### src/rtl/mp2d_pkg.sv
package mp2d_pkg;

  localparam int unsigned DEF_MAX_WIDTH = 1024;
  localparam int unsigned MAX_WINDOW    = 8;
  localparam int unsigned MAX_PLANES    = 1024;
  localparam int unsigned MAX_STEP      = 8;
  localparam int unsigned BANK_W        = 3;
  localparam int unsigned COL_W         = 12;
  localparam int unsigned CNT_W         = 11;
  localparam int unsigned SW            = 13;
  localparam int unsigned QUEUE_DEPTH   = 4;
  localparam int unsigned CFG_IDX_W     = 3;
  localparam int unsigned CFG_DATA_W    = 11;
  localparam int unsigned PIX_W         = 16;
  localparam int unsigned TAG_W         = 10;

  typedef enum logic [CFG_IDX_W-1:0] {
    CFG_WIDTH  = 3'd0,
    CFG_HEIGHT = 3'd1,
    CFG_PLANES = 3'd2,
    CFG_WINDOW = 3'd3,
    CFG_STEP   = 3'd4,
    CFG_PAD    = 3'd5
  } cfg_idx_e;

  typedef enum logic [1:0] {
    FR_IDLE,
    FR_REWIND,
    FR_WALK,
    FR_MARK
  } front_state_e;

  typedef enum logic {
    BK_FETCH,
    BK_CALC
  } back_state_e;

  typedef struct packed {
    logic                    marker;
    logic                    first;
    logic                    close;
    logic [BANK_W-1:0]       bank;
    logic [COL_W-1:0]        col;
    logic signed [PIX_W-1:0] value;
    logic [TAG_W-1:0]        chan;
    logic [TAG_W-1:0]        oy;
    logic [TAG_W-1:0]        ox;
  } task_t;

  typedef struct packed {
    logic signed [PIX_W-1:0] value;
    logic [TAG_W-1:0]        chan;
    logic [TAG_W-1:0]        row;
    logic [TAG_W-1:0]        col;
    logic                    last;
  } result_t;

endpackage

### src/rtl/mp2d_fifo.sv
module mp2d_fifo (
  input  logic           clk_i,
  input  logic           rst_ni,
  input  logic           push_i,
  input  mp2d_pkg::task_t data_i,
  output logic           full_o,
  input  logic           pop_i,
  output mp2d_pkg::task_t data_o,
  output logic           empty_o
);
  import mp2d_pkg::*;

  localparam int unsigned PW = $clog2(QUEUE_DEPTH);

  task_t          mem_q [QUEUE_DEPTH];
  logic [PW-1:0]  wptr_q, rptr_q;
  logic [PW:0]    count_q;

  assign full_o  = (count_q == (PW+1)'(QUEUE_DEPTH));
  assign empty_o = (count_q == '0);
  assign data_o  = mem_q[rptr_q];

  always_ff @(posedge clk_i) begin
    if (push_i) begin
      mem_q[wptr_q] <= data_i;
    end
  end

  always_ff @(posedge clk_i or negedge rst_ni) begin
    if (!rst_ni) begin
      wptr_q  <= '0;
      rptr_q  <= '0;
      count_q <= '0;
    end else begin
      if (push_i) wptr_q <= wptr_q + 1'b1;
      if (pop_i) rptr_q <= rptr_q + 1'b1;
      if (push_i && !pop_i) begin
        count_q <= count_q + 1'b1;
      end else if (pop_i && !push_i) begin
        count_q <= count_q - 1'b1;
      end
    end
  end

`ifndef SYNTH
  a_no_overflow: assert property (@(posedge clk_i) disable iff (!rst_ni)
    full_o && !pop_i |-> !push_i) else $error("task queue overflow");
  a_no_underflow: assert property (@(posedge clk_i) disable iff (!rst_ni)
    pop_i |-> !empty_o) else $error("task queue underflow");
  a_count_bound: assert property (@(posedge clk_i) disable iff (!rst_ni)
    count_q <= (PW+1)'(QUEUE_DEPTH)) else $error("task queue count out of range");
`endif
endmodule

### config.mk
export PLATFORM = sky130hd
export DESIGN_NAME = mp2d_fifo
export DESIGN_NICKNAME = d
export VERILOG_FILES = /design/src/rtl/mp2d_pkg.sv /design/src/rtl/mp2d_fifo.sv
export SDC_FILE = /design/constraint.sdc
export NUM_CORES = 1
export LEC_CHECK = 0
export BUFFER_PORTS_ARGS = -buffer_cell sky130_fd_sc_hd__buf_2
export CAP_MARGIN = 5
export CORE_AREA = 4 4 185 187
export DETAILED_ROUTE_END_ITERATION = 10
export DIE_AREA = 0 0 189 191
export PLACE_DENSITY_LB_ADDON = 0.12
export SYNTH_ARGS = -nofsm -noshare
export SYNTH_HDL_FRONTEND = slang
export SYNTH_SLANG_ARGS = --single-unit
### constraint.sdc
create_clock -name clk_i -period 5.6 [get_ports clk_i]
set_input_delay 0.56 -clock clk_i [delete_from_list [all_inputs] [get_ports clk_i]]
set_output_delay 0.56 -clock clk_i [all_outputs]
set_load 0.02 [all_outputs]
==> metrics.txt <==
status completed; Bufs on Longest Clock Path 3; Unique masters post-synth 19; Post-route DRC 0; clock share of power 26.9%; Skew-Pair Late Insertion Delay 0.53 ns; total congestion overflow 0; M1 WL 7840 um; wire per inst 19.8 um; Port Buffer Count 133; layout cells sized above 1 45.1%; Critical Path RT 5.04 ns; sequential cell fraction of total power 45.9%; hold path endpoint mem_q[2][7]; CTS tree yes; post-route setup slack 2.11 ns; critical-path maximum fanout 47; Mapped Cells 368; reg2reg end mem_q[1][19]; reg2reg setup slack 3.64 ns; worst hold stages 1; post-CTS resize count 0; Post-DRT Antenna Nets 0; number of DRC markers in iteration 0 260; die width 189 um; FP Rows 66; sw frac 31.3%; Initial Util 29.7%; Final Net Count 594; minimum clock period 3.49 ns; antenna violations before repair 3; root buf cell clkbuf_16; final instance count without filler cells 980; Via density 4.33; IO Pins 134; met3 WL 1100 um; Max Cap Violations 0; Synth Register Bits 263; Post-Syn Area 0.00962 sq mm; CP startpoint rptr_q[0]; DP Worst Slack 2.52 ns; Top Layer Used met5; syn nets 442; TritonCTS buffer count 29; worst relative slew slack 27.9%; GP Congestion 0.623; share of total power in combinational logic 27.2%; largest net degree at the start of global routing 66; placed insts 930; FILL cells 3028; worst reg2reg startpoint wptr_q[1]; DIE HEIGHT 191 um; Hold Crit Start data_i[7]; clk slew on worst S/H paths 0.06 ns; first-pass GRT wire length 29700 um; # clock sinks 263; pins over their slew limit 0; Leakage Power 0.00390 uW; Power, Total 6290 uW; tightest hold margin 0.242 ns; die area 0.0361 sq mm; # setup viols final 0; Fmax 287 MHz; Ys Warns 0; P_int 4320 uW; WP data arrival 2.93 ns; RSZ-0062 raised after global routing no; worst vdd ir 0.290 mV; DPL Wire Length 10700 um; Pre-antenna DRT Iters 4; CP startpoint kind register; setup TNS 0 ns; PwrDens 542 mW/mm^2; period utilisation layout 62.3%; vias post-DR 4241; Setup crit end kind output port; kind of critical path reg2out; post-synthesis sequential area ratio 81.7%; Worst-Margin Slew 1.08 ns; vias in the first global route 4844; synthesized area per cell 26.2 sq um; final wirelength 19400 um; met2 wire length 10100 um; Tot GR Track Use 10.8%; r2r worst-path depth 3; hold crit path type in2reg; Core ar. 0.0325 sq mm; CTS H-Tree Depth 1; final hold viol count 0; switching pwr 1970 uW; final clock skew 0.0106 ns; synthesis-to-finish area growth 20.7%
## through the flow
stage | instance area, sq um | util (%)
after floorplan | 9620 | -
after global placement | 10800 | 33.2
after detailed placement | 10800 | 33.2
after CTS | 11600 | 35.8
after global routing | 11600 | 35.8
final | 11600 | 35.8
## final cells by class
cell class	count	area, sq um	area share, %
Antenna cell	1	2.50	0.0215
Clock buffer	36	752	6.47
Clock inverter	12	88.8	0.765
Inverter	4	15.0	0.129
Multi-Input combinational cell	87	1650	14.2
Sequential cell	263	7870	67.8
Tap cell	442	553	4.76
Timing Repair Buffer	135	683	5.88
## cells in the mapped netlist
cell      count  area share, %
edfxtp_1    256             80
mux4_2       64             15
dfrtp_1       7            1.8
buf_2         6           0.31
buf_6         5           0.58
ha_1          5           0.65
and2_1        4           0.26
inv_1         4           0.16
xor2_1        4           0.36
buf_4         2           0.16
nand2_1       2          0.078
xnor2_1       2           0.18
clkbuf_1      1          0.039
fa_1          1           0.21
mux2_2        1           0.12
nor2_1        1          0.039
nor3_1        1          0.052
nor3b_1       1          0.078
o21ai_0       1          0.052
## state kept, by name, indices dropped and copies added, names as in the netlist
| signal | cells |
|---|---|
| mem_q | 256 |
| count_q | 3 |
| rptr_q | 2 |
| wptr_q | 2 |
## layout by cell type (no fill, tap or decap), types with 4 or more instances in the layout
master	count
and2_4	4
buf_2	133
clkbuf_1	7
clkbuf_16	29
clkinv_1	4
clkinv_2	4
dfrtp_1	5
edfxtp_1	256
ha_1	5
inv_1	4
mux4_2	64
xor2_1	4
## worst max-delay path by stage
stage                  end  slack, ns  depth (start not counted)
2_1_floorplan  mem_q[2][0]       3.05                          3
3_3_place_gp     data_o[6]       2.54                          3
3_5_place_dp    data_o[16]       2.52                          3
4_1_cts         data_o[16]       1.93                          3
5_1_grt         data_o[17]       1.78                          3
6_report        data_o[16]       2.11                          3
## power by group through the flow
| stage | combinational [uW] | sequential, uW | clock [uW] |
|---|---|---|---|
| after detailed placement | 1780 | 2950 | 0 |
| after global routing | 1850 | 2960 | 1860 |
| after global placement | 1770 | 2940 | 0 |
| final | 1710 | 2890 | 1690 |
| after CTS | 1790 | 2910 | 1760 |
| after floorplan | 1390 | 2700 | 0 |
## per-layer routing
metal / vias to the layer above / GRT usage, %
li1: 1876 / -
met1: 2222 / 13.0
met2: 106 / 19.2
met3: 33 / 2.74
met4: 4 / 3.11
met5: - / 0
## timing repair
action / in CTS / in global routing
hold buffers: 1 / 0
buffers inserted: 0 / 0
endpoints found under the hold margin: 7 / 0
## cells by family (layout without fill, tap and decap cells)
kind of cell | after synthesis | in the layout | synth area share (%)
AOI/OAI and AO/OA | 1 | 1 | 0.0520
DFF | 263 | 263 | 81.7
other | 0 | 1 | 0
and+or+nand+nor | 9 | 9 | 0.507
muxes | 65 | 65 | 15.1
adders and majority gates | 6 | 6 | 0.858
buffers and inverters | 18 | 187 | 1.25
xor gates and xnor gates | 6 | 6 | 0.546
## worst max-delay path: stages (launching register included)
cell and delay, ns:
dfrtp_4 1.10, buf_4 0.52, mux4_2 0.57, buf_2 0.18
(Power assumes the default switching activity.)
