### src/rtl/mp2d_pkg.sv
package mp2d_pkg;

  localparam int unsigned DEF_MAX_WIDTH = 1024;
  localparam int unsigned MAX_WINDOW    = 8;
  localparam int unsigned MAX_PLANES    = 1024;
  localparam int unsigned MAX_STEP      = 8;
  localparam int unsigned BANK_W        = 3;
  localparam int unsigned COL_W         = 12;
  localparam int unsigned CNT_W         = 11;
  localparam int unsigned SW            = 13;
  localparam int unsigned QUEUE_DEPTH   = 4;
  localparam int unsigned CFG_IDX_W     = 3;
  localparam int unsigned CFG_DATA_W    = 11;
  localparam int unsigned PIX_W         = 16;
  localparam int unsigned TAG_W         = 10;

  typedef enum logic [CFG_IDX_W-1:0] {
    CFG_WIDTH  = 3'd0,
    CFG_HEIGHT = 3'd1,
    CFG_PLANES = 3'd2,
    CFG_WINDOW = 3'd3,
    CFG_STEP   = 3'd4,
    CFG_PAD    = 3'd5
  } cfg_idx_e;

  typedef enum logic [1:0] {
    FR_IDLE,
    FR_REWIND,
    FR_WALK,
    FR_MARK
  } front_state_e;

  typedef enum logic {
    BK_FETCH,
    BK_CALC
  } back_state_e;

  typedef struct packed {
    logic                    marker;
    logic                    first;
    logic                    close;
    logic [BANK_W-1:0]       bank;
    logic [COL_W-1:0]        col;
    logic signed [PIX_W-1:0] value;
    logic [TAG_W-1:0]        chan;
    logic [TAG_W-1:0]        oy;
    logic [TAG_W-1:0]        ox;
  } task_t;

  typedef struct packed {
    logic signed [PIX_W-1:0] value;
    logic [TAG_W-1:0]        chan;
    logic [TAG_W-1:0]        row;
    logic [TAG_W-1:0]        col;
    logic                    last;
  } result_t;

endpackage

### src/rtl/mp2d_back.sv
module mp2d_back #(
  parameter int unsigned MAX_WIDTH = mp2d_pkg::DEF_MAX_WIDTH
) (
  input  logic                                             clk_i,
  input  logic                                             rst_ni,
  input  logic                                             empty_i,
  input  mp2d_pkg::task_t                                  task_i,
  output logic                                             pop_o,
  output logic                                             re_o,
  output logic [mp2d_pkg::BANK_W+$clog2(MAX_WIDTH)-1:0]    raddr_o,
  input  logic [mp2d_pkg::PIX_W-1:0]                       rdata_i,
  output logic                                             we_o,
  output logic [mp2d_pkg::BANK_W+$clog2(MAX_WIDTH)-1:0]    waddr_o,
  output logic [mp2d_pkg::PIX_W-1:0]                       wdata_o,
  output logic                                             res_valid_o,
  input  logic                                             res_ready_i,
  output mp2d_pkg::result_t                                res_o
);
  import mp2d_pkg::*;

  localparam int unsigned CAW = $clog2(MAX_WIDTH);

  back_state_e          state_q, state_d;
  task_t                t_q;
  result_t              held_q, held_d, out_q, out_d;
  logic                 held_v_q, held_v_d, out_v_q, out_v_d;
  logic                 out_free, go;
  logic signed [PIX_W-1:0] cur;

  assign out_free    = !out_v_q || res_ready_i;
  assign res_valid_o = out_v_q;
  assign res_o       = out_q;

  assign pop_o   = (state_q == BK_FETCH) && !empty_i;
  assign re_o    = pop_o && !task_i.marker;
  assign raddr_o = {task_i.bank, task_i.col[CAW-1:0]};
  assign waddr_o = {t_q.bank, t_q.col[CAW-1:0]};

  always_comb begin
    cur = (t_q.first || (t_q.value > $signed(rdata_i))) ? t_q.value : $signed(rdata_i);
  end
  assign wdata_o = cur;

  always_comb begin
    state_d  = state_q;
    held_d   = held_q;
    held_v_d = held_v_q;
    out_d    = out_q;
    out_v_d  = out_v_q && !res_ready_i;
    we_o     = 1'b0;
    go       = 1'b0;
    unique case (state_q)
      BK_FETCH: begin
        if (pop_o) state_d = BK_CALC;
      end
      BK_CALC: begin
        if (t_q.marker) begin
          go = !held_v_q || out_free;
          if (go && held_v_q) begin
            // last closed window of this pixel
            out_d      = held_q;
            out_d.last = 1'b1;
            out_v_d    = 1'b1;
            held_v_d   = 1'b0;
          end
        end else begin
          go = !(t_q.close && held_v_q) || out_free;
          we_o = go;
          if (go && t_q.close) begin
            if (held_v_q) begin
              out_d   = held_q;
              out_v_d = 1'b1;
            end
            held_d.value = cur;
            held_d.chan  = t_q.chan;
            held_d.row   = t_q.oy;
            held_d.col   = t_q.ox;
            held_d.last  = 1'b0;
            held_v_d     = 1'b1;
          end
        end
        if (go) state_d = BK_FETCH;
      end
      default: state_d = BK_FETCH;
    endcase
  end

  always_ff @(posedge clk_i or negedge rst_ni) begin
    if (!rst_ni) begin
      state_q  <= BK_FETCH;
      held_v_q <= 1'b0;
      out_v_q  <= 1'b0;
    end else begin
      state_q  <= state_d;
      held_v_q <= held_v_d;
      out_v_q  <= out_v_d;
    end
  end

  always_ff @(posedge clk_i) begin
    if (pop_o) t_q <= task_i;
    held_q <= held_d;
    out_q  <= out_d;
  end
endmodule

### config.mk
export PLATFORM = sky130hd
export DESIGN_NAME = mp2d_back
export DESIGN_NICKNAME = d
export VERILOG_FILES = /design/src/rtl/mp2d_pkg.sv /design/src/rtl/mp2d_back.sv
export SDC_FILE = /design/constraint.sdc
export NUM_CORES = 1
export LEC_CHECK = 0
export BUFFER_PORTS_ARGS = -buffer_cell sky130_fd_sc_hd__buf_2
export CAP_MARGIN = 20
export CELL_PAD_IN_SITES_DETAIL_PLACEMENT = 0
export CELL_PAD_IN_SITES_GLOBAL_PLACEMENT = 1
export CORE_MARGIN = 8
export CORE_UTILIZATION = 42
export DETAILED_ROUTE_END_ITERATION = 12
export PLACE_DENSITY_LB_ADDON = 0.1
export SETUP_SLACK_MARGIN = 0.4
export SLEW_MARGIN = 20
export SYNTH_ARGS = -nofsm -noshare
export SYNTH_HDL_FRONTEND = slang
export SYNTH_SLANG_ARGS = --single-unit
### constraint.sdc
create_clock -name clk_i -period 4.35 [get_ports clk_i]
set_clock_uncertainty 0.05 [all_clocks]
set_input_delay 0.6525 -clock clk_i [delete_from_list [all_inputs] [get_ports clk_i]]
set_output_delay 0.6525 -clock clk_i [all_outputs]
set_load 0.01 [all_outputs]
==> flow_metrics.tcl, run 1 <==
set metrics [dict create \
    swShare_pct 22.7 \
    fp.dieW_um 136 \
    timing.final.crit_period_ns 3.70 \
    post_cts_buffers 0 \
    drc 0 \
    htreeDepth 4 \
    synth_top_area_share_pct 76.8 \
    switching_power_uw 811 \
    ys_types 38 \
    ys_ff_latch 158 \
    total_leakage_power_nw 2.97 \
    track_usage_pct 14.6 \
    grt_pass1_wl_mm 19.9 \
    die_h_um 136 \
    synth_cells 356 \
    fillers 1213 \
    synth_top_flop_cell "edfxtp_1" \
    portBuffers 174 \
    drt_iter0_drc 186 \
    finalHoldViolCount 0 \
    cp.required_ns 3.65 \
    worst_slack_ns 0.651 \
    synthArstFlopShare_pct 1.90 \
    final-setup-viol-count 0 \
    nets 623 \
    overflow 0 \
    clk_latency_ns 0.42 \
    timing.rr.end "held_q[46]" \
    cp.arrival_ns 3.00 \
    grt_setup_unrepaired "false" \
    antenna_found_initial 0 \
    worst-setup-path-type "register to output pin" \
    intPower_mw 2.76 \
    end_kind "output pin" \
    pwr-share-comb_pct 9.6 \
    hpwl_mm 9.31 \
    synth_top_cell_by_area "edfxtp_1" \
    synth-edff-count 155 \
    status "finished, final reports clean" \
    slowest_stage "edfxtp_1" \
    irDropWorstVdd_mv 0.248 \
    drive_gt1_share_pct 41.3 \
    hold_ws_ns 0.357 \
    first_pass_iters 4 \
    synth.area.top_cells "edfxtp_1, ha_1, buf_4" \
    first_global_vias 3680 \
    cts_buffer_depth 2 \
    whs_path_depth 1 \
    cts_tree "done" \
    r2r_start "t_q[36]" \
    worstMarginPinSlew_ns 0.822 \
    place.gp.congestion 0.822 \
    slew_headroom_pct 45.2 \
    syn-num-nets 456 \
    synth_seq_area_share_pct 78.1 \
    max_stage_delay_ns 0.42 \
    num_rows 44 \
    crit_path_start "t_q[36]" \
    ys_top_cells_by_count "edfxtp_1, inv_1, buf_4, nand2_1" \
    avgSynthCellArea_um2 17.0 \
    finalSetupTns_ns 0 \
    r2r_slack_ns 1.61 \
    clkSinkCount 158 \
    worstSetupEndpoint "wdata_o[15]" \
    io_pins 177 \
    clk_pin_slew_ns 0.06 \
    area_growth_pct 25.0 \
    syn_area_um2 6060 \
    vias_per_cell 4.91 \
    fp.dieArea_um2 18500 \
    antenna_left 0 \
    r2r_cells 7 \
    grt_max_degree 63 \
    critPathMaxFanout 14 \
    vias 3523 \
    yosysWarnings 0 \
    drt_wl_total_mm 13.1 \
    dp_slack_ns 0.618 \
    seq_power_share_pct 51.4 \
    numCtsBuffers 17 \
    power.density_nw_per_um2 471 \
    power.share.clock_pct 39.0 \
    cts-root-buf "clkbuf_16" \
    fin_crit_sh_pct 85.0 \
    hold_path.class "input pin to register" \
    crit_path_start_kind "register" \
    synthMostInstantiatedCell "edfxtp_1" \
    initial_utilization_pct 42.3 \
    max_cap_viol_count 0 \
    antenna_cells 0 \
    clock.fmax_mhz 270 \
    post_drt_wl_per_cell_um 18.2 \
    crit_chain "ha_1 > nand4_2 > or3_4 > o21a_1 > a2111oi_4 > buf_6 > o2111ai_1 > buf_2" \
    coreArea_um2 14300 \
    slew_violations 0 \
]
==> worst min-delay path by stage <==
| stage | from | end | slack [ns] |
|---|---|---|---|
| global route | task_i[0] | t_q[0] | 0.33 |
| detailed placement | held_q[13] | res_o[13] | 0.35 |
| global placement | t_q[14] | held_q[15] | 0.35 |
| finish | task_i[43] | t_q[43] | 0.36 |
| floorplan | rst_ni | held_v_q | 0.31 |
| CTS | task_i[31] | t_q[31] | 0.34 |
==> registers in the layout (all words and copies together), names as in the netlist <==
signal,cells
t_q,49
held_q,46
res_valid_o,1
waddr_o,13
res_o,47
state_q,1
held_v_q,1
==> stage by stage <==
step | utilization [%] | power [mW] | area (µm²) | cells
2_1_floorplan | - | 2.05 | 6060 | 356
4_1_cts | 52.9 | 3.61 | 7570 | 717
6_report | 52.9 | 3.57 | 7570 | 717
3_3_place_gp | 49.0 | 2.21 | 7010 | 687
5_1_grt | 52.9 | 3.71 | 7570 | 717
3_5_place_dp | 49.0 | 2.21 | 7010 | 687
==> cell type report <==
type,count,area (µm²),area share (%)
flip-flops and latches,158,4730,62.4
clock buffers,18,429,5.67
inverters,33,124,1.64
repair buffers,184,952,12.6
multi-input cells,129,990,13.1
clock inverters,11,120,1.59
well taps,184,230,3.04
==> cells by family after synthesis <==
| family | Yosys count | synth area share [%] |
|---|---|---|
| DFF | 158 | 78.1 |
| buffers and inverters | 69 | 6.05 |
| and+or+nand+nor | 58 | 5.18 |
| AOI/OAI and AO/OA | 55 | 7.41 |
| adders and majority gates | 16 | 3.30 |
==> power groups by stage <==
stage / Clock, mW / Combinational [mW] / Sequential, mW
detailed placement: 0 / 0.351 / 1.86
global route: 1.49 / 0.382 / 1.84
finish: 1.39 / 0.344 / 1.83
CTS: 1.42 / 0.353 / 1.83
global placement: 0 / 0.347 / 1.86
floorplan: 0 / 0.169 / 1.88
==> critical path: cells and delay by family (launching register included) <==
kind / cells / cell delay [ns]
adders and majority gates: 1 / 0.33
buffers and inverters: 2 / 0.46
and+or+nand+nor: 2 / 0.56
DFF: 1 / 0.42
AOI/OAI and AO/OA: 3 / 0.81
==> placed cells by master (no fill, tap or decap), drive strengths merged, types with 3 or more instances in the layout <==
master,count
buf,183
clkinv,6
inv,34
ha,16
o211ai,18
clkbuf,18
o2111ai,16
nand2,21
nor2,5
nand4,19
edfxtp,155
a21oi,8
dfrtp,3
==> what timing repair did <==
| item | in CTS | in global routing |
|---|---|---|
| gates resized for setup | 0 | 1 |
| hold endpoints to repair | 3 | 0 |
| endpoints found under the setup margin | 0 | 1 |
| hold buffers | 1 | 0 |
==> metal layers <==
metal / track usage (%) / vias to the layer above / share of wire [%]
li1: - / 1689 / -
met1: 17.4 / 1672 / 41
met2: 23.0 / 143 / 49
met3: 5.47 / 19 / 8.5
met4: 6.83 / 0 / 2.0
met5: 0 / - / 0
Note: power is estimated with default switching activity, not from simulation.
==> run 2: changes to the inputs <==
CORE_UTILIZATION = 38   (was 42)
clock period = 3.1 ns   (was 4.35 ns; I/O delays follow)
==> run 2 against run 1 <==
Design area grew 8.8%. Non-clock buffer count grew 21. Total power grew 52%. The run now ends with setup timing left. Flip-flop and latch count is the same. Clock power grew 62%. Clock-buffer cell count shrank 1. Combinational power grew 78%. Setup slack lost 0.88 ns. Cell count grew 7.9%. Sequential share of layout area shrank 5.1 points. Via count grew 2.9%.
==> flow_metrics.tcl, run 2 (same netlist as run 1, synthesis figures left out) <==
set metrics [dict create \
    status "finished with violations" \
    failed_checks "setup timing" \
    largest_register "t_q" \
    drive_gt1_share_pct 49.4 \
    total_leakage_power_nw 3.20 \
    drt_wl_total_mm 13.8 \
    max_stage_delay_ns 0.45 \
    drt_iter0_drc 230 \
    cts-root-buf "clkbuf_16" \
    place.gp.congestion 0.761 \
    crit_chain "ha_4 > nand4_4 > or3_4 > o21a_1 > a2111oi_4 > buf_4 > clkbuf_16 > o2111ai_4 > buf_6" \
    cp_num_buf_inv 3 \
    htreeDepth 4 \
    slew_violations 0 \
    first_global_vias 3810 \
    cts_tree "done" \
    die_h_um 142 \
    fp.dieArea_um2 20200 \
    grt_setup_unrepaired "true" \
    clk_latency_ns 0.42 \
    use_met2_pct 22.3 \
    cp.required_ns 2.58 \
    coreArea_um2 15700 \
    fp.dieW_um 142 \
    hold_start "task_i[41]" \
    use_met1_pct 16.0 \
    crit_family "compound AO/OA/AOI/OAI gates" \
    whs_path_depth 1 \
    fin_area_um2 8240 \
    power.density_nw_per_um2 659 \
    r2r_start "t_q[36]" \
    postPlaceCellArea_um2 7300 \
    grt_pass1_wl_mm 20.8 \
    hpwl_mm 9.79 \
    vias_per_cell 4.68 \
    final_common_cell "buf_2" \
    crit_path_start_kind "register" \
    initial_utilization_pct 38.6 \
    max_cap_viol_count 0 \
    post_drt_wl_per_cell_um 17.8 \
    clock.fmax_mhz 300 \
    grt_max_degree 27 \
    clk_pin_slew_ns 0.07 \
    final-setup-viol-count 16 \
    irDropWorstVdd_mv 0.365 \
    portBuffers 174 \
    met3_usage_pct 5.20 \
    layout_common_cells "buf_2, edfxtp_1, inv_1" \
    area_growth_pct 36.1 \
    cp.arrival_ns 2.81 \
    antenna_left 0 \
    track_usage_pct 13.7 \
    r2r_slack_ns 0.31 \
    largest_reg_flops 49 \
    slew_headroom_pct 47.6 \
    busiest_layer "met2" \
    first_pass_iters 4 \
    hold_path.class "input pin to register" \
    clkSinkCount 158 \
    hold_ws_ns 0.163 \
    io_pins 177 \
    timing.final.crit_period_ns 3.33 \
    worst-setup-path-type "register to output pin" \
    timing.rr.end "held_q[32]" \
    fin_crit_sh_pct 107 \
    numCtsBuffers 17 \
    end_kind "output pin" \
    finalHoldViolCount 0 \
    overflow 0 \
    slowest_stage "edfxtp_1" \
    hold_end "t_q[41]" \
    vias 3625 \
    num_rows 46 \
    r2r_cells 10 \
    antenna_found_initial 1 \
    dp_slack_ns -0.0235 \
    drc 0 \
    cts_buffer_depth 2 \
    worstMarginPinSlew_ns 0.784 \
    critPathMaxFanout 8 \
    nets 644 \
    worst_slack_ns -0.228 \
]
## run 2: repair_timing
item | CTS | global route
hold buffers | 1 | 0
setup endpoints to repair | 19 | 22
hold endpoints to repair | 3 | 0
resized for setup | 17 | 18
buffers inserted | 1 | 5
cloned | 1 | 0
pin swaps | 4 | 3
## run 2: power breakdown
| part | internal, mW | total (mW) | switching (mW) |
|---|---|---|---|
| sequential | 2.52 | 2.57 | 0.0493 |
| clock | 1.38 | 2.25 | 0.873 |
| combinational | 0.267 | 0.612 | 0.345 |
| total | 4.17 | 5.44 | 1.27 |
## run 2: worst reg2reg max path: cells and delay by family (launching register included)
kind	cells	cell delay, ns
compound gates	3	0.66
simple gates	2	0.45
fa+ha+maj	1	0.32
flops	1	0.45
buf+inv	4	0.60
## run 2: stage by stage
stage	util [%]	power, mW	TNS [ns]	std cells
final	52.5	5.44	-3.36	774
after global routing	52.5	5.66	-5.40	774
after global placement	46.4	3.15	-0.0561	733
after CTS	51.5	5.47	-3.77	768
after floorplan	-	2.90	0	356
after detailed placement	46.4	3.16	-0.0363	733
## run 2: how the worst max path moves through the flow
| stage | startpoint | cells past startpoint | slack, ns | to |
|---|---|---|---|---|
| after floorplan | rdata_i[6] | 8 | 0.31 | wdata_o[11] |
| after global placement | rdata_i[6] | 10 | -0.03 | wdata_o[15] |
| after detailed placement | rdata_i[6] | 10 | -0.02 | wdata_o[4] |
| after CTS | t_q[36] | 8 | -0.24 | wdata_o[2] |
| after global routing | t_q[37] | 9 | -0.35 | wdata_o[1] |
| final | t_q[36] | 9 | -0.23 | wdata_o[1] |
## run 2: final cells by class
class                           count  area, µm²
Antenna cell                        1       2.50
Clock buffer                       17        425
Clock inverter                     15        223
Fill cell                        1332       7470
Inverter                           33        134
Multi-Input combinational cell    129       1250
Sequential cell                   158       4730
Tap cell                          216        270
Timing Repair Buffer              205       1210
## run 2: per-layer routing
metal,vias to the layer above,part of all wire [%]
li1,1738,-
met1,1744,41
met2,128,51
met3,15,7.1
met4,0,1.2
met5,-,0
==> run 3: changes to the inputs <==
GPL_TIMING_DRIVEN = 0   (was not set)
==> run 3 against run 2 <==
Critical path type unchanged. Critical path depth is the same. Global-route usage fell by 0.47 points. The run still ends with setup timing left. Via count grew 0.39%. Highest routed layer unchanged. Total power shrank 1.6%. Flip-flop and latch count unchanged. Die area stayed put. Core utilization up 1.3 points.
==> flow_metrics.tcl, run 3 (same netlist as run 1, synthesis figures left out) <==
set metrics [dict create \
    status "finished with violations" \
    r2r_cells 10 \
    largest_reg_flops 49 \
    drt_wl_total_mm 13.3 \
    hold_ws_ns 0.170 \
    final_common_cell "buf_2" \
    wl_met2_mm 6.88 \
    fin_crit_sh_pct 109 \
    total_leakage_power_nw 3.30 \
    hold_path.class "input pin to register" \
    multi_input_area_um2 1300 \
    largest_register "t_q" \
    overflow 0 \
    io_pins 177 \
    nets 664 \
    failed_checks "setup timing" \
    cp.arrival_ns 2.87 \
    hold_start "task_i[41]" \
    first_global_vias 3853 \
    slew_violations 0 \
    cts-root-buf "clkbuf_16" \
    max_cap_viol_count 0 \
    clk_latency_ns 0.42 \
    worst_slack_ns -0.280 \
    track_usage_pct 13.3 \
    hpwl_mm 10.0 \
    met3_length_um 940 \
    whs_path_depth 1 \
    die_h_um 142 \
    numCtsBuffers 17 \
    vias_per_cell 4.59 \
    vias 3639 \
    antenna_left 0 \
    clk_pin_slew_ns 0.06 \
    initial_utilization_pct 38.6 \
    cts_tree "done" \
    fp.dieArea_um2 20200 \
    final_util_pct 53.8 \
    regArea_um2 4730 \
    r2r_slack_ns 0.29 \
    grt_max_degree 29 \
    antenna_cells 0 \
    num_rows 46 \
    post_drt_wl_per_cell_um 16.8 \
    grt_pass1_wl_mm 20.3 \
    htreeDepth 4 \
    hold_end "t_q[41]" \
    irDropWorstVdd_mv 0.381 \
    fillers 1340 \
    cts_buffer_depth 2 \
    place.gp.congestion 0.762 \
    fin_area_um2 8450 \
    antenna_found_initial 0 \
    worstMarginPinSlew_ns 0.721 \
    drc 0 \
    stdcell_count 793 \
    dp_cells 751 \
    postPlaceCellArea_um2 7470 \
    grt_setup_unrepaired "true" \
    r2r_start "t_q[36]" \
    layout_common_cells "buf_2, edfxtp_1, buf_4" \
    fp.dieW_um 142 \
    top_layer_used "met4" \
    drive_gt1_share_pct 50.8 \
    clkSinkCount 158 \
    crit_path_start_kind "register" \
    cp.required_ns 2.58 \
    critPathMaxFanout 5 \
    slew_headroom_pct 51.8 \
    area_growth_pct 39.5 \
    finalHoldViolCount 0 \
    end_kind "output pin" \
    dp_slack_ns -0.355 \
    first_pass_iters 4 \
    power.density_nw_per_um2 633 \
    timing.final.crit_period_ns 3.38 \
    drt_iter0_drc 169 \
    portBuffers 174 \
    coreArea_um2 15700 \
    wl_met1_mm 5.33 \
    worst-setup-path-type "register to output pin" \
    clock.fmax_mhz 296 \
    timing.rr.end "held_q[31]" \
    final-setup-viol-count 16 \
]
run 3: cell types whose count changed in the layout (fill, tap and decap cells not counted), sizes merged:
cell / delta
buf: +14
clkbuf: +6
clkinv: +4
inv: -3
bufinv: -1
diode: -1
run 3: how the worst max path moves through the flow:
stage | startpoint | endpoint | slack [ns]
5_1_grt | t_q[36] | wdata_o[12] | -0.37
4_1_cts | t_q[36] | wdata_o[13] | -0.27
6_report | t_q[36] | wdata_o[13] | -0.28
3_3_place_gp | empty_i | pop_o | -0.78
2_1_floorplan | rdata_i[6] | wdata_o[11] | 0.31
3_5_place_dp | rdata_i[6] | wdata_o[7] | -0.36
run 3: cell type report:
cell class / count / area share [%]
clock buffers: 17 / 5.03
well taps: 216 / 3.20
repair buffers: 189 / 13.7
plain buffers: 36 / 2.95
flip-flops and latches: 158 / 56.0
multi-input cells: 129 / 15.4
inverters: 33 / 1.58
clock inverters: 15 / 2.21
run 3: per-layer routing:
metal | up-vias | global-route usage [%]
li1 | 1781 | -
met1 | 1721 | 14.8
met2 | 121 | 22.7
met3 | 16 | 4.39
met4 | 0 | 5.77
met5 | - | 0
run 3: per-stage QoR:
step | TNS, ns | power [mW]
after floorplan | 0 | 2.90
after global placement | -24.79 | 3.14
after detailed placement | -4.21 | 3.18
after CTS | -3.99 | 5.37
after global routing | -5.55 | 5.56
final | -4.05 | 5.35
run 3: what timing repair did:
action	4_1_cts	5_1_grt
cloned	1	0
hold buffers	1	0
buffers inserted	5	3
hold endpoints to repair	3	0
setup endpoints to repair	31	18
pin swaps	5	4
gates resized for setup	26	23
run 3: power breakdown:
| part | leakage, nW | total [mW] | internal (mW) | switching [mW] |
|---|---|---|---|---|
| Sequential | 1.48 | 2.57 | 2.52 | 0.0486 |
| Combinational | 1.53 | 0.649 | 0.298 | 0.352 |
| Clock | 0.299 | 2.13 | 1.28 | 0.847 |
| Total | 3.30 | 5.35 | 4.10 | 1.25 |
run 3: critical path: stages, from the launching register on:
cell       delay, ns
edfxtp_1        0.46
ha_4            0.32
nand4_4         0.12
or3_4           0.37
o21a_1          0.22
a2111oi_4       0.28
buf_4           0.21
buf_6           0.15
o2111ai_2       0.14
buf_2           0.18
