===== config.mk =====
export PLATFORM = sky130hd
export DESIGN_NAME = mp2d_front
export DESIGN_NICKNAME = d
export VERILOG_FILES = /design/src/rtl/mp2d_pkg.sv /design/src/rtl/mp2d_front.sv
export SDC_FILE = /design/constraint.sdc
export NUM_CORES = 1
export LEC_CHECK = 0
export BUFFER_PORTS_ARGS = -buffer_cell sky130_fd_sc_hd__buf_4
export CAP_MARGIN = 30
export CORE_MARGIN = 2
export CORE_UTILIZATION = 45
export DETAILED_ROUTE_END_ITERATION = 16
export PLACE_DENSITY = 0.6
export SETUP_SLACK_MARGIN = 0.2
export SYNTH_ARGS = -nofsm -noshare
export SYNTH_HDL_FRONTEND = slang
export SYNTH_SLANG_ARGS = --single-unit

===== constraint.sdc =====
create_clock -name clk_i -period 16.7 [get_ports clk_i]
set_clock_uncertainty 0.05 [all_clocks]
set_input_delay 0.835 -clock clk_i [delete_from_list [all_inputs] [get_ports clk_i]]
set_output_delay 0.835 -clock clk_i [all_outputs]
set_load 0.02 [all_outputs]

===== src/rtl/mp2d_pkg.sv =====
package mp2d_pkg;

  localparam int unsigned DEF_MAX_WIDTH = 1024;
  localparam int unsigned MAX_WINDOW    = 8;
  localparam int unsigned MAX_PLANES    = 1024;
  localparam int unsigned MAX_STEP      = 8;
  localparam int unsigned BANK_W        = 3;
  localparam int unsigned COL_W         = 12;
  localparam int unsigned CNT_W         = 11;
  localparam int unsigned SW            = 13;
  localparam int unsigned QUEUE_DEPTH   = 4;
  localparam int unsigned CFG_IDX_W     = 3;
  localparam int unsigned CFG_DATA_W    = 11;
  localparam int unsigned PIX_W         = 16;
  localparam int unsigned TAG_W         = 10;

  typedef enum logic [CFG_IDX_W-1:0] {
    CFG_WIDTH  = 3'd0,
    CFG_HEIGHT = 3'd1,
    CFG_PLANES = 3'd2,
    CFG_WINDOW = 3'd3,
    CFG_STEP   = 3'd4,
    CFG_PAD    = 3'd5
  } cfg_idx_e;

  typedef enum logic [1:0] {
    FR_IDLE,
    FR_REWIND,
    FR_WALK,
    FR_MARK
  } front_state_e;

  typedef enum logic {
    BK_FETCH,
    BK_CALC
  } back_state_e;

  typedef struct packed {
    logic                    marker;
    logic                    first;
    logic                    close;
    logic [BANK_W-1:0]       bank;
    logic [COL_W-1:0]        col;
    logic signed [PIX_W-1:0] value;
    logic [TAG_W-1:0]        chan;
    logic [TAG_W-1:0]        oy;
    logic [TAG_W-1:0]        ox;
  } task_t;

  typedef struct packed {
    logic signed [PIX_W-1:0] value;
    logic [TAG_W-1:0]        chan;
    logic [TAG_W-1:0]        row;
    logic [TAG_W-1:0]        col;
    logic                    last;
  } result_t;

endpackage


===== src/rtl/mp2d_front.sv =====
module mp2d_front #(
  parameter int unsigned MAX_WIDTH = mp2d_pkg::DEF_MAX_WIDTH
) (
  input  logic                              clk_i,
  input  logic                              rst_ni,
  input  logic                              cfg_valid_i,
  input  logic [mp2d_pkg::CFG_IDX_W-1:0]    cfg_index_i,
  input  logic [mp2d_pkg::CFG_DATA_W-1:0]   cfg_data_i,
  input  logic                              pix_valid_i,
  output logic                              pix_ready_o,
  input  logic signed [mp2d_pkg::PIX_W-1:0] pix_value_i,
  output logic                              push_o,
  output mp2d_pkg::task_t                   task_o,
  input  logic                              full_i
);
  import mp2d_pkg::*;

  logic [CNT_W-1:0] width_q, height_q, planes_q;
  logic [3:0]       window_q, step_q;
  logic [2:0]       pad_q;

  logic [CNT_W-1:0] w, h, np;
  logic [3:0]       sz, st;
  logic [2:0]       pd;

  always_comb begin
    w  = (width_q == '0) ? CNT_W'(1) : (width_q > MAX_WIDTH) ? CNT_W'(MAX_WIDTH) : width_q;
    h  = (height_q == '0) ? CNT_W'(1) : (height_q > MAX_WIDTH) ? CNT_W'(MAX_WIDTH) : height_q;
    np = (planes_q == '0) ? CNT_W'(1) : (planes_q > MAX_PLANES) ? CNT_W'(MAX_PLANES) : planes_q;
    sz = (window_q == '0) ? 4'd1 : (window_q > MAX_WINDOW) ? 4'(MAX_WINDOW) : window_q;
    st = (step_q == '0) ? 4'd1 : (step_q > MAX_STEP) ? 4'(MAX_STEP) : step_q;
    pd = ({1'b0, pad_q} > sz - 4'd1) ? 3'(sz - 4'd1) : pad_q;
  end

  front_state_e     state_q, state_d;
  logic [CNT_W-1:0] x_q, x_d, y_q, y_d, xq_q, xq_d, yq_q, yq_d, plane_q, plane_d;
  logic [3:0]       xr_q, xr_d, yr_q, yr_d;
  logic signed [PIX_W-1:0] v_q, v_d;
  logic [CNT_W-1:0] px_q, px_d, py_q, py_d, pc_q, pc_d;
  logic signed [SW-1:0] ri_q, ri_d, rq_q, rq_d, cj0_q, cj0_d, cq0_q, cq0_d;
  logic signed [SW-1:0] cj_q, cj_d, cq_q, cq_d;
  logic [3:0]       rr_q, rr_d, cr0_q, cr0_d, cr_q, cr_d;
  logic [2:0]       ti_q, ti_d, tj_q, tj_d, rew_q, rew_d;

  logic signed [SW-1:0] pd_s, sz_s, h_s, w_s, y_s, x_s;
  logic signed [SW-1:0] is_s, ie_s, js_s, je_s;
  logic row_ok, col_ok, hit, yfirst, xfirst, yclose, xclose;
  logic accept, cfg_hit;

  always_comb begin
    pd_s   = $signed(SW'(pd));
    sz_s   = $signed(SW'(sz));
    h_s    = $signed(SW'(h));
    w_s    = $signed(SW'(w));
    y_s    = $signed(SW'(py_q));
    x_s    = $signed(SW'(px_q));
    is_s   = ri_q - pd_s;
    ie_s   = is_s + sz_s - SW'(1);
    js_s   = cj_q - pd_s;
    je_s   = js_s + sz_s - SW'(1);
    row_ok = (ri_q >= 0) && (ri_q < h_s) && (rr_q == 4'd0);
    col_ok = (cj_q >= 0) && (cj_q < w_s) && (cr_q == 4'd0);
    hit    = row_ok && col_ok;
    yfirst = (y_s == ((is_s < 0) ? SW'(0) : is_s));
    xfirst = (x_s == ((js_s < 0) ? SW'(0) : js_s));
    yclose = (y_s == ((ie_s > h_s - SW'(1)) ? h_s - SW'(1) : ie_s));
    xclose = (x_s == ((je_s > w_s - SW'(1)) ? w_s - SW'(1) : je_s));
  end

  assign cfg_hit     = cfg_valid_i && (cfg_index_i <= CFG_PAD);
  assign pix_ready_o = (state_q == FR_IDLE);
  assign accept      = pix_valid_i && pix_ready_o;

  always_comb begin
    task_o        = '0;
    task_o.marker = (state_q == FR_MARK);
    task_o.first  = yfirst && xfirst;
    task_o.close  = yclose && xclose;
    task_o.bank   = rq_q[BANK_W-1:0];
    task_o.col    = cq_q[COL_W-1:0];
    task_o.value  = v_q;
    task_o.chan   = pc_q[TAG_W-1:0];
    task_o.oy     = rq_q[TAG_W-1:0];
    task_o.ox     = cq_q[TAG_W-1:0];
  end

  always_comb begin
    state_d = state_q;
    x_d = x_q; y_d = y_q; xq_d = xq_q; yq_d = yq_q; xr_d = xr_q; yr_d = yr_q;
    plane_d = plane_q;
    v_d = v_q; px_d = px_q; py_d = py_q; pc_d = pc_q;
    ri_d = ri_q; rq_d = rq_q; rr_d = rr_q;
    cj0_d = cj0_q; cq0_d = cq0_q; cr0_d = cr0_q;
    cj_d = cj_q; cq_d = cq_q; cr_d = cr_q;
    ti_d = ti_q; tj_d = tj_q; rew_d = rew_q;
    push_o = 1'b0;

    unique case (state_q)
      FR_IDLE: begin
        if (accept) begin
          v_d   = pix_value_i;
          px_d  = x_q;
          py_d  = y_q;
          pc_d  = plane_q;
          ri_d  = $signed(SW'(y_q));
          rq_d  = $signed(SW'(yq_q));
          rr_d  = yr_q;
          cj0_d = $signed(SW'(x_q));
          cq0_d = $signed(SW'(xq_q));
          cr0_d = xr_q;
          rew_d = 3'(sz - 4'd1 - 4'(pd));
          ti_d  = '0;
          tj_d  = '0;
          state_d = FR_REWIND;
          // advance the raster position
          if (x_q + 1'b1 >= w) begin
            x_d = '0; xq_d = '0; xr_d = '0;
            if (y_q + 1'b1 >= h) begin
              y_d = '0; yq_d = '0; yr_d = '0;
              plane_d = (plane_q + 1'b1 >= np) ? '0 : plane_q + 1'b1;
            end else begin
              y_d = y_q + 1'b1;
              if (yr_q == st - 4'd1) begin
                yr_d = '0; yq_d = yq_q + 1'b1;
              end else begin
                yr_d = yr_q + 4'd1;
              end
            end
          end else begin
            x_d = x_q + 1'b1;
            if (xr_q == st - 4'd1) begin
              xr_d = '0; xq_d = xq_q + 1'b1;
            end else begin
              xr_d = xr_q + 4'd1;
            end
          end
        end
      end
      FR_REWIND: begin
        if (rew_q == '0) begin
          cj_d = cj0_q; cq_d = cq0_q; cr_d = cr0_q;
          state_d = FR_WALK;
        end else begin
          // step both start points back by one pixel
          rew_d = rew_q - 3'd1;
          ri_d  = ri_q - SW'(1);
          cj0_d = cj0_q - SW'(1);
          if (rr_q == 4'd0) begin
            rr_d = st - 4'd1; rq_d = rq_q - SW'(1);
          end else begin
            rr_d = rr_q - 4'd1;
          end
          if (cr0_q == 4'd0) begin
            cr0_d = st - 4'd1; cq0_d = cq0_q - SW'(1);
          end else begin
            cr0_d = cr0_q - 4'd1;
          end
        end
      end
      FR_WALK: begin
        if (!(hit && full_i)) begin
          push_o = hit;
          if (tj_q == 3'(sz - 4'd1)) begin
            tj_d = '0;
            cj_d = cj0_q; cq_d = cq0_q; cr_d = cr0_q;
            if (ti_q == 3'(sz - 4'd1)) begin
              state_d = FR_MARK;
            end else begin
              ti_d = ti_q + 3'd1;
              ri_d = ri_q + SW'(1);
              if (rr_q == st - 4'd1) begin
                rr_d = '0; rq_d = rq_q + SW'(1);
              end else begin
                rr_d = rr_q + 4'd1;
              end
            end
          end else begin
            tj_d = tj_q + 3'd1;
            cj_d = cj_q + SW'(1);
            if (cr_q == st - 4'd1) begin
              cr_d = '0; cq_d = cq_q + SW'(1);
            end else begin
              cr_d = cr_q + 4'd1;
            end
          end
        end
      end
      FR_MARK: begin
        if (!full_i) begin
          push_o  = 1'b1;
          state_d = FR_IDLE;
        end
      end
      default: state_d = FR_IDLE;
    endcase

    // a register write starts a new tensor
    if (cfg_hit) begin
      x_d = '0; y_d = '0; xq_d = '0; yq_d = '0; xr_d = '0; yr_d = '0; plane_d = '0;
    end
  end

  always_ff @(posedge clk_i or negedge rst_ni) begin
    if (!rst_ni) begin
      width_q  <= CNT_W'(64);
      height_q <= CNT_W'(64);
      planes_q <= CNT_W'(1);
      window_q <= 4'd2;
      step_q   <= 4'd2;
      pad_q    <= 3'd0;
      state_q  <= FR_IDLE;
      x_q <= '0; y_q <= '0; xq_q <= '0; yq_q <= '0; xr_q <= '0; yr_q <= '0;
      plane_q <= '0;
      ti_q <= '0; tj_q <= '0; rew_q <= '0;
    end else begin
      if (cfg_valid_i) begin
        unique case (cfg_idx_e'(cfg_index_i))
          CFG_WIDTH:  width_q  <= cfg_data_i;
          CFG_HEIGHT: height_q <= cfg_data_i;
          CFG_PLANES: planes_q <= cfg_data_i;
          CFG_WINDOW: window_q <= cfg_data_i[3:0];
          CFG_STEP:   step_q   <= cfg_data_i[3:0];
          CFG_PAD:    pad_q    <= cfg_data_i[2:0];
          default: ;
        endcase
      end
      state_q <= state_d;
      x_q <= x_d; y_q <= y_d; xq_q <= xq_d; yq_q <= yq_d; xr_q <= xr_d; yr_q <= yr_d;
      plane_q <= plane_d;
      ti_q <= ti_d; tj_q <= tj_d; rew_q <= rew_d;
    end
  end

  always_ff @(posedge clk_i) begin
    v_q <= v_d; px_q <= px_d; py_q <= py_d; pc_q <= pc_d;
    ri_q <= ri_d; rq_q <= rq_d; rr_q <= rr_d;
    cj0_q <= cj0_d; cq0_q <= cq0_d; cr0_q <= cr0_d;
    cj_q <= cj_d; cq_q <= cq_d; cr_q <= cr_d;
  end
endmodule


==> results of run 1 <==
-- per-stage QoR --
step,setup WS (ns),cell area [um2],std cells
2_1_floorplan,7.35,18800,1997
3_3_place_gp,6.59,20100,2578
3_5_place_dp,6.47,20100,2582
4_1_cts,5.85,21100,2638
5_1_grt,5.07,21100,2638
6_report,5.87,21100,2638
-- sequential cells by signal (all words and copies together), names as in the netlist, 11 cells and up --
register  count
height_q     11
cj_q         13
px_q         11
v_q          16
cj0_q        13
cq0_q        12
ri_q         13
xq_q         11
x_q          11
width_q      11
planes_q     11
py_q         11
cq_q         12
plane_q      11
y_q          11
-- worst paths after layout --
| kind | start | end | slack [ns] | cells past startpoint |
|---|---|---|---|---|
| max reg2reg | width_q[3]$_DFFE_PN0P_ | xq_q[9]$_DFFE_PN0P_ | 11.62 | 11 |
| min | rst_ni | plane_q[3]$_DFFE_PN0P_ | 0.31 | 1 |
| max in group asynchronous | rst_ni | x_q[5]$_DFFE_PN0P_ | 14.95 | 2 |
| min reg2reg | step_q[0]$_DFFE_PN0P_ | step_q[0]$_DFFE_PN0P_ | 0.46 | 1 |
| max | window_q[1]$_DFFE_PN1P_ | task_o[61] | 5.87 | 42 |
| min in group clk_i | pix_value_i[7] | v_q[7]$_DFFE_PP_ | 0.38 | 1 |
-- worst register-to-register path: stages, from the launching register on --
cell                        delay, ns
sky130_fd_sc_hd__dfrtp_1         0.48
sky130_fd_sc_hd__nor4_1          0.85
sky130_fd_sc_hd__a31oi_1         0.29
sky130_fd_sc_hd__nor2_1          0.30
sky130_fd_sc_hd__ha_1            0.29
sky130_fd_sc_hd__nand4_1         0.07
sky130_fd_sc_hd__nor3_1          0.06
sky130_fd_sc_hd__a2111oi_2       0.85
sky130_fd_sc_hd__inv_1           0.40
sky130_fd_sc_hd__o31ai_1         0.90
sky130_fd_sc_hd__o311ai_0        0.27
sky130_fd_sc_hd__o41ai_1         0.12
-- cell usage in the layout, fill, tap and decap left out, drive strengths merged, types with 8 or more instances in the layout --
| master | instances |
|---|---|
| nand2b | 24 |
| nor3 | 48 |
| o31ai | 11 |
| buf | 130 |
| ha | 161 |
| and2 | 12 |
| a21o | 25 |
| xnor2 | 126 |
| edfxtp | 133 |
| a31oi | 18 |
| inv | 125 |
| clkbuf | 47 |
| o22ai | 17 |
| nor2 | 141 |
| o21a | 32 |
| o21bai | 17 |
| nor2b | 10 |
| nor3b | 10 |
| xor2 | 69 |
| or3 | 12 |
| o21ai | 118 |
| and3 | 28 |
| o211ai | 11 |
| mux2 | 66 |
| a2111oi | 8 |
| or4 | 8 |
| mux2i | 15 |
| a211oi | 17 |
| a21oi | 118 |
| nor4 | 21 |
| nand2 | 193 |
| nand4 | 20 |
| nand3b | 12 |
| nand3 | 71 |
| dfrtp | 112 |
-- kinds of logic (layout without fill, tap and decap cells) --
family	count (synthesis)	after routing
DFF	250	250
other	1	4
xor gates and xnor gates	196	196
muxes	81	81
AOI/OAI and AO/OA	465	465
adders and majority gates	165	165
buffers and inverters	202	311
and+or+nand+nor	634	634
-- layout make-up --
| type | instances | share of cell area [%] |
|---|---|---|
| clock buffers | 47 | 4.15 |
| clock inverters | 9 | 0.498 |
| inverters | 125 | 2.22 |
| multi-input cells | 1545 | 52.4 |
| flip-flops and latches | 250 | 32.8 |
| well taps | 532 | 3.16 |
| repair buffers | 130 | 4.70 |
-- per-layer routing --
| layer | track usage, % | wire (um) |
|---|---|---|
| met1 | 35.1 | 24600 |
| met3 | 2.20 | 2740 |
| met5 | 0 | 0 |
| met2 | 37.7 | 23600 |
| met4 | 8.29 | 1660 |
==> results summary, run 1 <==
Routability-driven placement finished with a final weighted congestion of 0.953. The layout has 3731 filler cells. The compound-gate portion of the synthesized area came out at 16.5%.

The number of H-tree levels is 1. The post-route DRC violation count is 0. The die covers 0.0433 mm2. In this run, distinct cell masters in the synthesized netlist total 111.

The clock-pin slew on the worst setup and hold paths is 0.06 ns. After technology mapping, the gate count stands at 1994. Setup repair after global routing left no endpoint under its margin.

The ratio of final minimum period to clock period came out at 64.9%. The antenna cell count came out at 0. In the final layout, the share of cells above drive strength 1 is 14.5%. The count of boundary I/O pins came out at 101.

The detailed-router iteration count before antenna repair came out at 7. The synthesized design devotes to its leading area cell type 21.3% of total area. After synthesis, flip-flops and latches occupy 36.9% of the total area. The most frequent cell after synthesis is sky130_fd_sc_hd__nand2_1. The height of the chip came out at 208 um. The arrival time at the worst endpoint came out at 9.95 ns. The number of vias in the routed layout came out at 15500.

The biggest cell delay along the critical path is 0.64 ns. The TritonCTS clock tree is yes. The multiplexer area fraction after synthesis is 4.76%.

The total congestion overflow after global routing is 0. The wire length of the first global-routing pass is 83700 um. The area of combinational cells with multiple inputs came out at 0.0111 mm2. The count of instances resized after the clock tree is built is 0. The die span in x is 208 um. The site row count is 74. The minimum clock period came out at 10.83 ns. Summing all flip-flop and latch instances after layout gives 0.00693 mm2.

The class of the most critical setup path is reg2out. The endpoint required time on the critical path came out at 15.82 ns. The measured slew at the worst slew-check pin is 1.01 ns. The tightest min-delay check is of the in2async type.

The tree is rooted in a sky130_fd_sc_hd__clkbuf_16. Averaged over all synthesized cells, the footprint is 9.41 um2. The adder-cell share of the synthesized area came out at 11.2%. The synthesized design contains 250 register bits. Among all stages on the critical path, the largest delay is contributed by sky130_fd_sc_hd__o21ai_1.

For this block, the initial DRC count from the detailed router was 1170. The worst hold margin is 0.307 ns. For the final routed database, the setup TNS stands at 0 ns. Headroom to the max-slew limit came out at 32.5%.

The via density per instance came out at 5.87. Among all flip-flop cells after synthesis, the most frequent one is sky130_fd_sc_hd__edfxtp_1. The number of buffers created by CTS is 30. The family with the most delay on the worst path is compound AO/OA/AOI/OAI gates. The summed instance area of the synthesized netlist came out at 0.0188 mm2. The number of warnings issued by yosys came out at 0. The initial antenna violation count came out at 0. The run finished with clean final reports. After Yosys synthesis, XOR and XNOR cells account for 9.53% of the synthesized area.

By count the netlist is led by sky130_fd_sc_hd__nand2_1, sky130_fd_sc_hd__ha_1, sky130_fd_sc_hd__nor2_1, sky130_fd_sc_hd__edfxtp_1, sky130_fd_sc_hd__xnor2_1. The maximum clock frequency came out at 92.3 MHz. The net total in the final layout came out at 2282. STA classifies the critical path startpoint as a flop. The clock latency at the later pin of the worst-skew pair came out at 0.58 ns. The post-detailed-placement half-perimeter wirelength is 39700 um. The worst path buffer plus inverter count is 4. The initial utilization of the core area, before any placement, comes to 45.7%.

The utilization of the core after routing is 51.4%. The area of the core region is 0.0410 mm2. The simple-gate share of the synthesized area is 16.7%.

The final-report max-slew violation count came out at 0. The via count of the first global-routing pass was 14900. The layout overhead on the synthesized area came out at 12.4%. In this run, synthesis inferred 133 flip-flops with an integrated enable. The worst-path maximum fanout is 15. The max-capacitance violation count came out at 0. The async set or reset register ratio after synthesis came out at 46.8%. The buffer count from post-CTS setup fixing is 0. By area the synthesized netlist is led by sky130_fd_sc_hd__edfxtp_1, sky130_fd_sc_hd__dfrtp_1, sky130_fd_sc_hd__ha_1. After synthesis, the largest family of logic cells by area is simple AND/OR/NAND/NOR gates.

The category of the worst setup path capture point is an output pin. The number of clock sinks came out at 250. The number of hold-slack violations in the final timing report is 0.

The count of nets left with antenna violations after detail routing came out at 0. The pin count of the biggest net entering global routing is 63. The synthesized design spends more area on one cell type than any other, namely sky130_fd_sc_hd__edfxtp_1. The final-report setup violation count is 0.

Global routing used 24.1% of the available tracks across all layers. The buffer levels on the longest clock path came out at 3. Buffers placed on the I/O ports in this run total 100. The aggregate routed wire length came out at 52500 um.

The final routed wire length divided by cell count is 19.9 um. The count of hold-fix buffers inserted at cts is 0.
Power of run 1 is not shown: default switching activity piles up to over one toggle a cycle in this logic, so the estimate is an artifact.
==> run 2: changes to the inputs <==
==> constraint.sdc (replaced) <==
create_clock -name clk_i -period 10.16 [get_ports clk_i]
set_clock_uncertainty 0.05 [all_clocks]
set_input_delay 0.508 -clock clk_i [delete_from_list [all_inputs] [get_ports clk_i]]
set_output_delay 0.508 -clock clk_i [all_outputs]
set_load 0.02 [all_outputs]
==> run 2 against run 1 <==
  * Hold slack lost 0.27 ns
  * Core utilization grew 0.67 points
  * Clock-buffer cell count shrank 9
  * Die area did not move
  * Sequential share of layout area is 0.42 points lower
  * Worst setup slack worse by 5.1 ns
  * Routed wire length is 0.35% higher
  * Global-route usage decreased by 0.074 points
  * First-iteration DRC count is 1.3% higher
  * Register-to-register slack got worse by 6.4 ns
  * Critical path depth grew 1
  * Largest cell class unchanged
==> results summary, run 2 (synthesized netlist as in run 1, its figures left out) <==
Subtracting the final worst setup slack from the clock period gives 9.43 ns. The largest register by flop count is v_q. The worst setup path is captured at an output pin.

In this design, the largest share of critical-path delay is due to compound AO/OA/AOI/OAI gates. The sum of negative setup slack is 0 ns (unchanged). The count of nets left with antenna violations after detail routing came out at 0 (unchanged). The final-report max-slew violation count came out at 0 (unchanged).

The final-report setup violation count came out at 0 (unchanged). The die span in x came out at 208 um (unchanged). Leaving out fill and tap cells, the most frequent cells in the layout are sky130_fd_sc_hd__nand2_1, sky130_fd_sc_hd__ha_1, sky130_fd_sc_hd__buf_4. The placer's final routability congestion estimate came out at 0.940 (-1.3%). The worst path buffer plus inverter count is 4 (unchanged). The area of the core region was 0.0410 mm2 (unchanged). The number of vias in the routed layout is 15600 (+0.50%).

The endpoint required time on the critical path came out at 9.60 ns (-6.22 ns). Setup repair after global routing left no endpoint under its margin. The final routed wire length divided by cell count is 19.9 um (-0.30%). The non-filler instance count after layout came out at 2655 (+0.64%). The total instance count after detailed placement came out at 2581 (-0.039%). The height of the chip came out at 208 um (unchanged). The count of boundary I/O pins is 101 (unchanged).

The total die area is 0.0433 mm2 (unchanged). The total congestion overflow after global routing came out at 0 (unchanged). The critical path is of the reg2out type. The via density per instance is 5.86 (-0.14%). The via count of the first global-routing pass was 15000 (+0.37%).

The aggregate routed wire length came to 52700 um (+0.35%). The arrival time at the worst endpoint is 8.87 ns (-1.08 ns). The placed instance area came to 0.0201 mm2 (about the same).

The biggest cell delay along the critical path is 0.59 ns (-0.05 ns). Leaving out fill and tap cells, the most frequent cell in the layout is sky130_fd_sc_hd__nand2_1. The element type at the critical path start is a flop.

The clock-pin slew on the worst setup and hold paths came to 0.06 ns (about the same). The post-detailed-placement half-perimeter wirelength came out at 39400 um (-0.69%). The initial antenna violation count is 0 (unchanged).

Clock tree synthesis selected as its root buffer the cell sky130_fd_sc_hd__clkbuf_16. The normalized max-slew margin is 36.8% (+4.3 points). The design area is 0.0214 mm2 (+1.3%).

The number of clock sinks is 250 (unchanged). The post-route DRC violation count is 0 (unchanged). The number of hold-slack violations in the final timing report is 0 (unchanged).

TritonCTS built the clock tree. The layout overhead on the synthesized area is 13.9%. The slowest stage of the critical path belongs to the cell sky130_fd_sc_hd__dfstp_2. The fraction of final layout cells sized beyond drive strength 1 came out at 16.4% (+2.0 points).

The total of buffers placed on input and output ports is 100 (unchanged). The measured slew at the worst slew-check pin was 0.946 ns (-0.0647 ns). The site row count came out at 74 (unchanged). The net total in the final layout came out at 2298 (+0.70%). The ratio of final minimum period to clock period is 92.8%.

The buffer levels on the longest clock path came out at 3 (unchanged). The detailed-router iteration count before antenna repair is 6 (-1). The first-iteration detailed-routing DRC count came out at 1185 (+1.3%). The number of H-tree levels is 1 (unchanged). The maximum clock frequency is 106 MHz.

The max-capacitance violation count came out at 0 (unchanged). The number of buffers created by CTS came out at 31 (+3.3%). The starting density of the core is 45.7% (unchanged).

The antenna cell count is 0 (unchanged). The combined global-route utilization of all metal layers was 24.1% (-0.074 points). The wire length of the first global-routing pass is 83800 um (about the same). The min-delay analysis places its worst path in the category in2reg.

The worst-path maximum fanout came to 13 (-2). The clock latency at the later pin of the worst-skew pair came out at 0.60 ns (+0.02 ns). The run finished with clean final reports. The pin count of the biggest net entering global routing came out at 61 (-3.2%). The number of flip-flops under the largest register name came out at 16 (unchanged).
-- run 2: changes by cell type in the layout (fill, tap and decap cells not counted), moves of 6 or more --
cell                       before  now
sky130_fd_sc_hd__buf_4        127  141
sky130_fd_sc_hd__a21oi_2        1    7
sky130_fd_sc_hd__a21oi_1      117  111
sky130_fd_sc_hd__clkbuf_1      12    2
sky130_fd_sc_hd__clkinv_2       3   12
-- run 2: area by class of cell --
type / instances / area [um2]
Clock buffer: 38 / 875
Clock inverter: 20 / 178
Fill cell: 3761 / 19600
Inverter: 125 / 472
Multi-Input combinational cell: 1545 / 11200
Sequential cell: 250 / 6930
Tap cell: 532 / 666
Timing Repair Buffer: 145 / 1100
-- run 2: per-layer routing --
layer | part of all wire, % | vias up | wire length (um) | global-route usage (%)
li1 | - | 7451 | - | -
met1 | 47 | 7556 | 24600 | 34.6
met2 | 46 | 459 | 24100 | 38.5
met4 | 2.3 | 0 | 1220 | 6.80
met3 | 5.4 | 87 | 2830 | 2.60
met5 | 0 | - | 0 | 0
-- run 2: path summary, 6_finish.rpt --
check | from | end | slack (ns) | cells after the start
max in group asynchronous | rst_ni | width_q[3]$_DFFE_PN0P_ | 8.27 | 3
min in group asynchronous | rst_ni | yq_q[9]$_DFFE_PN0P_ | 0.47 | 2
worst max-delay path | window_q[1]$_DFFE_PN1P_ | task_o[61] | 0.73 | 43
worst min-delay path | pix_value_i[12] | v_q[12]$_DFFE_PP_ | 0.04 | 1
worst max register to register | width_q[3]$_DFFE_PN0P_ | xq_q[6]$_DFFE_PN0P_ | 5.18 | 16
worst min register to register | plane_q[10]$_DFFE_PN0P_ | plane_q[10]$_DFFE_PN0P_ | 0.46 | 2
-- run 2: repair_timing --
action                     4_1_cts  5_1_grt
buffers inserted                 0       14
hold buffers                     1        0
setup endpoints to repair        1        1
hold endpoints to repair        22        0
pin swaps                        1       10
gates resized for setup          3       20
-- run 2: stage by stage --
step	utilization, %	hold slack [ns]	worst slack, ns
floorplan	-	0.162	1.14
global placement	48.9	0.441	0.733
detailed placement	49.0	0.446	0.527
CTS	51.7	0.00514	0.243
global route	52.1	0.0117	0.167
finish	52.1	0.0368	0.730
-- run 2: worst register-to-register path: stages, from the launching register on --
cell and delay (ns):
sky130_fd_sc_hd__dfrtp_1 0.47, sky130_fd_sc_hd__nor4_1 0.83, sky130_fd_sc_hd__a31oi_1 0.30, sky130_fd_sc_hd__nor2_1 0.37
sky130_fd_sc_hd__ha_1 0.22, sky130_fd_sc_hd__nor2b_1 0.04, sky130_fd_sc_hd__o21a_1 0.16, sky130_fd_sc_hd__o21a_1 0.16
sky130_fd_sc_hd__o21a_1 0.16, sky130_fd_sc_hd__o21a_1 0.16, sky130_fd_sc_hd__o21a_1 0.16, sky130_fd_sc_hd__o21a_1 0.16
sky130_fd_sc_hd__o21a_1 0.18, sky130_fd_sc_hd__o211ai_1 0.54, sky130_fd_sc_hd__nand2_1 0.43, sky130_fd_sc_hd__nor4b_1 0.40
sky130_fd_sc_hd__a21o_1 0.12
Power of run 2 is left out for the same reason.
